File: config.mk
export PLATFORM = sky130hd
export DESIGN_NAME = id_frame_checksum_packer_unit_flat
export DESIGN_NICKNAME = d
export VERILOG_FILES = /design/src/hw/rtl/idfcp_pkg.sv /design/src/hw/rtl/idfcp_if.sv /design/src/hw/rtl/idfcp_ctrl.sv /design/src/hw/rtl/idfcp_dp.sv /design/src/hw/rtl/id_frame_checksum_packer_unit.sv /design/src/flat_wrapper.sv
export SDC_FILE = /design/constraint.sdc
export NUM_CORES = 1
export LEC_CHECK = 0
export BUFFER_PORTS_ARGS = -buffer_cell sky130_fd_sc_hd__buf_2
export CAP_MARGIN = 15
export CORE_ASPECT_RATIO = 1.75
export CORE_MARGIN = 2
export CORE_UTILIZATION = 40
export CTS_BUF_LIST = sky130_fd_sc_hd__clkbuf_2 sky130_fd_sc_hd__clkbuf_4 sky130_fd_sc_hd__clkbuf_8
export DETAILED_ROUTE_END_ITERATION = 16
export GPL_ROUTABILITY_DRIVEN = 0
export GPL_TIMING_DRIVEN = 0
export HOLD_SLACK_MARGIN = 0.1
export PLACE_DENSITY = 0.52
export SLEW_MARGIN = 30
export SYNTH_ARGS = -nofsm -noshare
export SYNTH_HDL_FRONTEND = slang
export SYNTH_SLANG_ARGS = --single-unit
File: constraint.sdc
create_clock -name i_clk -period 4.1 [get_ports i_clk]
set_input_delay 0.205 -clock i_clk [delete_from_list [all_inputs] [get_ports i_clk]]
set_output_delay 0.205 -clock i_clk [all_outputs]
set_load 0.03 [all_outputs]
File: src/hw/rtl/idfcp_pkg.sv
// shared types and constants for the identifier frame packer
package idfcp_pkg;

    localparam logic [7:0] HDR_BYTE  = 8'hA5;
    localparam logic [7:0] ADDR_BYTE = 8'h00;
    localparam logic [7:0] PAD_BYTE  = 8'h00;
    localparam logic [7:0] FTR_BYTE  = 8'hD5;
    localparam logic [8:0] CHK_BASE  = 9'h100;

    typedef enum logic {
        ST_LOAD,
        ST_EMIT
    } t_state;

    // commands from the controller to the datapath
    typedef struct packed {
        logic accept;
        logic emit;
    } t_cmd;

    // status from the datapath to the controller
    typedef struct packed {
        logic frame_go;
        logic last_byte;
        logic out_free;
    } t_sts;

endpackage

File: src/hw/rtl/idfcp_if.sv
// character and frame byte channel interfaces
interface idfcp_in_if;
    logic       valid;
    logic       ready;
    logic [7:0] id_char;
    logic       last_char;

    modport source (output valid, output id_char, output last_char, input ready);
    modport sink   (input valid, input id_char, input last_char, output ready);
endinterface

interface idfcp_out_if;
    logic       valid;
    logic       ready;
    logic [7:0] frame_byte;
    logic [4:0] byte_position;
    logic       last_byte;

    modport source (output valid, output frame_byte, output byte_position,
                    output last_byte, input ready);
    modport sink   (input valid, input frame_byte, input byte_position,
                    input last_byte, output ready);
endinterface

File: src/hw/rtl/idfcp_ctrl.sv
// controller: load and emit sequencing
module idfcp_ctrl (
    input  logic              i_clk,
    input  logic              i_rst_n,
    input  logic              i_in_valid,
    output logic              o_in_ready,
    input  idfcp_pkg::t_sts   i_sts,
    output idfcp_pkg::t_cmd   o_cmd
);

    idfcp_pkg::t_state r_state;
    idfcp_pkg::t_state n_state;

    always_ff @(posedge i_clk) begin
        if (!i_rst_n) begin
            r_state <= idfcp_pkg::ST_LOAD;
        end else begin
            r_state <= n_state;
        end
    end

    always_comb begin
        n_state      = r_state;
        o_in_ready   = 1'b0;
        o_cmd.accept = 1'b0;
        o_cmd.emit   = 1'b0;
        case (r_state)
            idfcp_pkg::ST_LOAD: begin
                o_in_ready = 1'b1;
                if (i_in_valid) begin
                    o_cmd.accept = 1'b1;
                    if (i_sts.frame_go) begin
                        n_state = idfcp_pkg::ST_EMIT;
                    end
                end
            end
            idfcp_pkg::ST_EMIT: begin
                if (i_sts.out_free) begin
                    o_cmd.emit = 1'b1;
                    if (i_sts.last_byte) begin
                        n_state = idfcp_pkg::ST_LOAD;
                    end
                end
            end
            default: begin
                n_state = idfcp_pkg::ST_LOAD;
            end
        endcase
    end

endmodule

File: src/hw/rtl/idfcp_dp.sv
// datapath: character store, running sum, frame byte select and output register
module idfcp_dp #(
    parameter int unsigned MAX_ID_CHARS = 11
) (
    input  logic            i_clk,
    input  logic            i_rst_n,
    input  logic [7:0]      i_id_char,
    input  logic            i_last_char,
    input  idfcp_pkg::t_cmd i_cmd,
    output idfcp_pkg::t_sts o_sts,
    output logic            o_out_valid,
    input  logic            i_out_ready,
    output logic [7:0]      o_frame_byte,
    output logic [4:0]      o_byte_position,
    output logic            o_last_byte
);

    localparam int unsigned CNT_W = $clog2(MAX_ID_CHARS + 1);
    localparam int unsigned POS_W = $clog2(MAX_ID_CHARS + 7);
    localparam int unsigned IDX_W = (MAX_ID_CHARS > 1) ? $clog2(MAX_ID_CHARS) : 1;

    logic [7:0]        r_store [MAX_ID_CHARS];
    logic [CNT_W-1:0]  r_count;
    logic [CNT_W-1:0]  n_count;
    logic [7:0]        r_sum;
    logic              r_ended;
    logic [POS_W-1:0]  r_pos;
    logic              r_out_valid;
    logic [7:0]        r_out_byte;
    logic [4:0]        r_out_pos;
    logic              r_out_last;

    logic              w_store_en;
    logic [POS_W-1:0]  w_cnt_p;
    logic [POS_W-1:0]  w_rel;
    logic [IDX_W-1:0]  w_idx;
    logic [7:0]        w_total;
    logic [7:0]        w_chk;
    logic [7:0]        w_byte;
    logic              w_last;
    logic              w_out_free;

    // a character is stored while the identifier is open and there is room
    assign w_store_en = i_cmd.accept && !r_ended && (i_id_char != 8'h00)
                        && (r_count < CNT_W'(MAX_ID_CHARS));
    assign n_count    = w_store_en ? r_count + CNT_W'(1) : r_count;

    assign w_cnt_p = POS_W'(r_count);
    assign w_rel   = r_pos - POS_W'(4);
    assign w_idx   = w_rel[IDX_W-1:0];
    assign w_last  = (r_pos == w_cnt_p + POS_W'(6));

    // sum runs from the length byte to the end of the frame
    assign w_total = r_sum + 8'(r_count) + idfcp_pkg::FTR_BYTE;
    assign w_chk   = 8'(idfcp_pkg::CHK_BASE - {1'b0, w_total});

    always_comb begin
        if (r_pos == POS_W'(0)) begin
            w_byte = idfcp_pkg::HDR_BYTE;
        end else if (r_pos == POS_W'(1)) begin
            w_byte = idfcp_pkg::ADDR_BYTE;
        end else if (r_pos == POS_W'(2)) begin
            w_byte = w_chk;
        end else if (r_pos == POS_W'(3)) begin
            w_byte = 8'(r_count);
        end else if (r_pos < w_cnt_p + POS_W'(4)) begin
            w_byte = r_store[w_idx];
        end else if (r_pos == w_cnt_p + POS_W'(5)) begin
            w_byte = idfcp_pkg::FTR_BYTE;
        end else begin
            w_byte = idfcp_pkg::PAD_BYTE;
        end
    end

    assign w_out_free = !r_out_valid || i_out_ready;

    assign o_sts.frame_go  = i_last_char && (n_count != '0);
    assign o_sts.last_byte = w_last;
    assign o_sts.out_free  = w_out_free;

    always_ff @(posedge i_clk) begin
        if (w_store_en) begin
            r_store[r_count[IDX_W-1:0]] <= i_id_char;
        end
    end

    always_ff @(posedge i_clk) begin
        if (!i_rst_n) begin
            r_count     <= '0;
            r_sum       <= 8'h00;
            r_ended     <= 1'b0;
            r_pos       <= '0;
            r_out_valid <= 1'b0;
        end else begin
            if (i_cmd.accept) begin
                r_count <= n_count;
                if (w_store_en) begin
                    r_sum <= r_sum + i_id_char;
                end
                if (i_last_char) begin
                    r_ended <= 1'b0;
                end else if (i_id_char == 8'h00) begin
                    r_ended <= 1'b1;
                end
            end
            if (i_cmd.emit) begin
                r_out_valid <= 1'b1;
                if (w_last) begin
                    r_pos   <= '0;
                    r_count <= '0;
                    r_sum   <= 8'h00;
                end else begin
                    r_pos <= r_pos + POS_W'(1);
                end
            end else if (i_out_ready) begin
                r_out_valid <= 1'b0;
            end
        end
    end

    always_ff @(posedge i_clk) begin
        if (i_cmd.emit) begin
            r_out_byte <= w_byte;
            r_out_pos  <= 5'(r_pos);
            r_out_last <= w_last;
        end
    end

    assign o_out_valid     = r_out_valid;
    assign o_frame_byte    = r_out_byte;
    assign o_byte_position = r_out_pos;
    assign o_last_byte     = r_out_last;

endmodule

File: src/hw/rtl/id_frame_checksum_packer_unit.sv
// top level of the identifier frame packer
//
//  channel  dir  payload                                   handshake
//  i_char   in   id_char[7:0], last_char                   valid / ready
//  o_frame  out  frame_byte[7:0], byte_position[4:0], last_byte   valid / ready
//
//  one character is taken per cycle while loading
//  a character marked last with a non-empty identifier starts emission of
//  count + 7 bytes, one per cycle from the byte select into the output register
//  no character is taken during emission; a stall on o_frame holds it
//  synchronous active-low reset clears count, sum, end flag and state
module id_frame_checksum_packer_unit #(
    parameter int unsigned MAX_ID_CHARS = 11
) (
    input  logic                 i_clk,
    input  logic                 i_rst_n,
    idfcp_in_if.sink             i_char,
    idfcp_out_if.source          o_frame
);

    idfcp_pkg::t_cmd w_cmd;
    idfcp_pkg::t_sts w_sts;
    logic            w_in_ready;

    assign i_char.ready = w_in_ready;

    idfcp_ctrl u_ctrl (
        .i_clk      (i_clk),
        .i_rst_n    (i_rst_n),
        .i_in_valid (i_char.valid),
        .o_in_ready (w_in_ready),
        .i_sts      (w_sts),
        .o_cmd      (w_cmd)
    );

    idfcp_dp #(
        .MAX_ID_CHARS (MAX_ID_CHARS)
    ) u_dp (
        .i_clk           (i_clk),
        .i_rst_n         (i_rst_n),
        .i_id_char       (i_char.id_char),
        .i_last_char     (i_char.last_char),
        .i_cmd           (w_cmd),
        .o_sts           (w_sts),
        .o_out_valid     (o_frame.valid),
        .i_out_ready     (o_frame.ready),
        .o_frame_byte    (o_frame.frame_byte),
        .o_byte_position (o_frame.byte_position),
        .o_last_byte     (o_frame.last_byte)
    );

endmodule

File: src/flat_wrapper.sv
// flat-port wrapper written by rule: the top's interface ports become plain ports
module id_frame_checksum_packer_unit_flat 
#(
    parameter int unsigned MAX_ID_CHARS = 11
)
  (i_clk, i_rst_n, i_char_valid, i_char_id_char, i_char_last_char, i_char_ready, o_frame_valid, o_frame_frame_byte, o_frame_byte_position, o_frame_last_byte, o_frame_ready);
  idfcp_in_if i_char_i ();
  idfcp_out_if o_frame_i ();
  input  logic i_clk;
  input  logic i_rst_n;
  input wire logic [$bits(i_char_i.valid)-1:0] i_char_valid;
  input wire logic [$bits(i_char_i.id_char)-1:0] i_char_id_char;
  input wire logic [$bits(i_char_i.last_char)-1:0] i_char_last_char;
  output wire logic [$bits(i_char_i.ready)-1:0] i_char_ready;
  output wire logic [$bits(o_frame_i.valid)-1:0] o_frame_valid;
  output wire logic [$bits(o_frame_i.frame_byte)-1:0] o_frame_frame_byte;
  output wire logic [$bits(o_frame_i.byte_position)-1:0] o_frame_byte_position;
  output wire logic [$bits(o_frame_i.last_byte)-1:0] o_frame_last_byte;
  input wire logic [$bits(o_frame_i.ready)-1:0] o_frame_ready;
  assign i_char_i.valid = i_char_valid;
  assign i_char_i.id_char = i_char_id_char;
  assign i_char_i.last_char = i_char_last_char;
  assign i_char_ready = i_char_i.ready;
  assign o_frame_valid = o_frame_i.valid;
  assign o_frame_frame_byte = o_frame_i.frame_byte;
  assign o_frame_byte_position = o_frame_i.byte_position;
  assign o_frame_last_byte = o_frame_i.last_byte;
  assign o_frame_i.ready = o_frame_ready;
  id_frame_checksum_packer_unit #(.MAX_ID_CHARS(MAX_ID_CHARS)) u_core (.i_clk(i_clk), .i_rst_n(i_rst_n), .i_char(i_char_i), .o_frame(o_frame_i));
endmodule
==> flow_metrics.tcl <==
set metrics [dict create \
    power_density_nw_per_um2 423.0 \
    cts_tree "yes" \
    post_drt_wl_per_cell_um 20.45 \
    layout_common_cells "102 x edfxtp_1, 38 x ha_1, 37 x nand2_1, 37 x buf_2, 32 x nor2_1" \
    hold_violations 0 \
    root_buffer "clkbuf_8" \
    totalWireLength_um 14230 \
    cts_buffer_depth 2 \
    mostFrequentLayoutCell "edfxtp_1" \
    syn_to_final_growth_pct 12.81 \
    fin_ws_ns 0.5336 \
    start_kind "register" \
    slowest_stage "buf_1" \
    die_w_um 96.25 \
    numClockSinks 122 \
    status "completed" \
    vias 3696 \
    drv_cap 0 \
    dp_slack_ns 0.4878 \
    synth.distinct_cells 50 \
    p_leak_uw 0.002478 \
    setup_tns_ns 0 \
    grt.overflow.total 0 \
    initial_utilization_pct 40.55 \
    die_y_um 165.4 \
    crit_chain "buf_2 > buf_1 > inv_1 > ha_1 > nor2b_2 > buf_6 > and2_4 > or4_4 > o22ai_1 > o21ai_0 > a2bb2oi_1" \
    insertion_delay_ns 0.43 \
    hp-class "input pin to register" \
    core_area_um2 14690 \
    cp-end-kind "register" \
    skew_ns 0.007604 \
    max_slew_margin_pct 44.79 \
    grtUsageTotal_pct 19.80 \
    yosys_register_bits 122 \
    h-tree-depth 4 \
    synth_enable_flop_cells 102 \
    path_clk_slew_ns 0.08 \
    setup_viol_count_final 0 \
    grt_max_degree 21 \
    hpwl_um 10550 \
    synthFlopType "edfxtp_1" \
    ys_async_sr_fraction_pct 0 \
    cp.arrival_ns 3.85 \
    cts_inserted_buffers 17 \
    r2r_cells 11 \
    max_stage_delay_ns 0.53 \
    crit_type "register to register" \
    grt_pass1_wl_um 22110 \
    hold_depth 1 \
    period_share_pct 86.98 \
    viasPerCell 5.310 \
    cts_setup_buffers 0 \
    ctsHoldBuffers 3 \
    drt-pass1-iter-count 4 \
    io_pins 29 \
    antenna_left 0 \
    min_from "i_char_id_char[0]" \
    crit_required_ns 4.38 \
    finalNetCount 553 \
    drtIter0Drc 166 \
    drv_slew 0 \
    yosysSeqAreaShare_pct 58.14 \
    rsz0062_at_grt "no" \
    yosys_warnings 0 \
    synth_cells 450 \
    drive_gt1_share_pct 18.13 \
    synth.cell_area_um2 5957 \
    ir_drop_uv 207.4 \
    syn_avg_cell_area_um2 13.24 \
    r2r_slack_ns 0.53 \
    row_count 59 \
    worst_pin_slew_ns 0.8206 \
    post-route-min-period_ns 3.566 \
    grt_pass1_vias 3927 \
    grt_antenna_before_repair 0 \
    fmax_ghz 0.2804 \
    antenna_cells 0 \
    drc 0 \
    ctsResizeCount 0 \
    cp-startpoint "u_core.u_dp.r_pos[2]" \
    timing.rr.start "u_core.u_dp.r_pos[2]" \
    crit_fanout 10 \
    io_buffers 28 \
    die_area_um2 15920 \
    synth_nets 503 \
]
## flip-flops by register name, indices dropped and copies added (netlist names), 4 cells and up
| register | cells |
|---|---|
| u_core.u_dp.r_pos | 5 |
| u_core.u_dp.r_count | 4 |
| u_core.u_dp.o_frame_byte | 8 |
| u_core.u_dp.r_sum | 8 |
| u_core.u_dp.r_store | 88 |
| u_core.u_dp.o_byte_position | 5 |
## Yosys cell counts (2+ instances only)
cell type | n | area, µm²
mux2_2 | 3 | 33.78
o221ai_1 | 2 | 17.52
a21o_1 | 5 | 37.54
a31oi_1 | 4 | 25.02
a211oi_1 | 6 | 45.04
dfxtp_1 | 20 | 400.4
o31ai_1 | 4 | 30.03
o21ai_0 | 13 | 65.06
mux2i_1 | 15 | 150.1
clkbuf_1 | 4 | 15.01
nor3_1 | 6 | 30.03
nand3_1 | 15 | 75.07
xor2_1 | 8 | 70.07
edfxtp_1 | 102 | 3063
and2_1 | 2 | 12.51
and3_1 | 11 | 68.82
a21boi_0 | 2 | 15.01
nand2_1 | 37 | 138.9
nor2_1 | 32 | 120.1
xnor2_1 | 17 | 148.9
nor4_1 | 2 | 12.51
mux4_2 | 17 | 382.9
inv_1 | 28 | 105.1
buf_2 | 9 | 45.04
ha_1 | 38 | 475.5
nand2b_1 | 5 | 31.28
nor2b_1 | 3 | 18.77
o22ai_1 | 4 | 25.02
fa_1 | 2 | 40.04
a21oi_1 | 14 | 70.07
## per-stage QoR
stage / cell area [µm²] / hold WS, ns / instances / utilization, % / power (µW)
global route: 6720 / 0.1421 / 696 / 45.75 / 2968
detailed placement: 6326 / 0.4994 / 661 / 43.06 / 1873
CTS: 6720 / 0.1324 / 696 / 45.75 / 2870
floorplan: 5957 / 0.3039 / 450 / - / 1742
global placement: 6326 / 0.4952 / 661 / 43.06 / 1861
finish: 6720 / 0.1474 / 696 / 45.75 / 2842
## kinds of logic after synthesis
group | share of synthesized area (%)
buffers and inverters | 3.150
multiplexers | 9.515
XOR/XNOR | 3.676
flip-flops | 58.14
adder cells (fa/ha/maj) | 8.654
AO/OA/AOI/OAI | 7.267
AND/OR/NAND/NOR | 9.599
## layer usage
metal	routed length [µm]	GRT usage, %	share of wire, %
met1	5160	20.71	36
met2	8117	36.99	57
met3	503	4.401	3.5
met4	452	8.182	3.2
met5	0	0	0
## area by class of cell
| cell class | count | area, µm² |
|---|---|---|
| plain buffers | 16 | 82.58 |
| clock buffers | 18 | 241.5 |
| clock inverters | 14 | 122.6 |
| fillers | 1371 | 7970 |
| inverters | 28 | 105.1 |
| multi-input cells | 284 | 2306 |
| flip-flops and latches | 122 | 3463 |
| well taps | 183 | 229.0 |
| repair buffers | 31 | 170.2 |
## worst max-delay path, delay by kind of cell, from the launching register on
| kind | cells | cell delay, ns |
|---|---|---|
| buffers and inverters | 4 | 1.26 |
| AND/OR/NAND/NOR | 3 | 0.83 |
| AO/OA/AOI/OAI | 3 | 0.60 |
| flip-flops | 1 | 0.42 |
| adder cells (fa/ha/maj) | 1 | 0.30 |
## worst paths after layout
kind	end
worst min register to register	u_core.u_dp.r_sum[2]
worst max-delay path	u_core.u_dp.o_frame_byte[0]
worst max register to register	u_core.u_dp.o_frame_byte[0]
worst min-delay path	u_core.u_dp.r_store[6][0]
## power breakdown
group	internal (µW)	leakage, µW	total (µW)	switching (µW)
clock	488	0.000180	1000	513
combinational	171	0.00121	423	252
sequential	1390	0.00109	1420	28.8
total	2050	0.00248	2840	794
No activity file was read; power rests on OpenSTA's default activity.
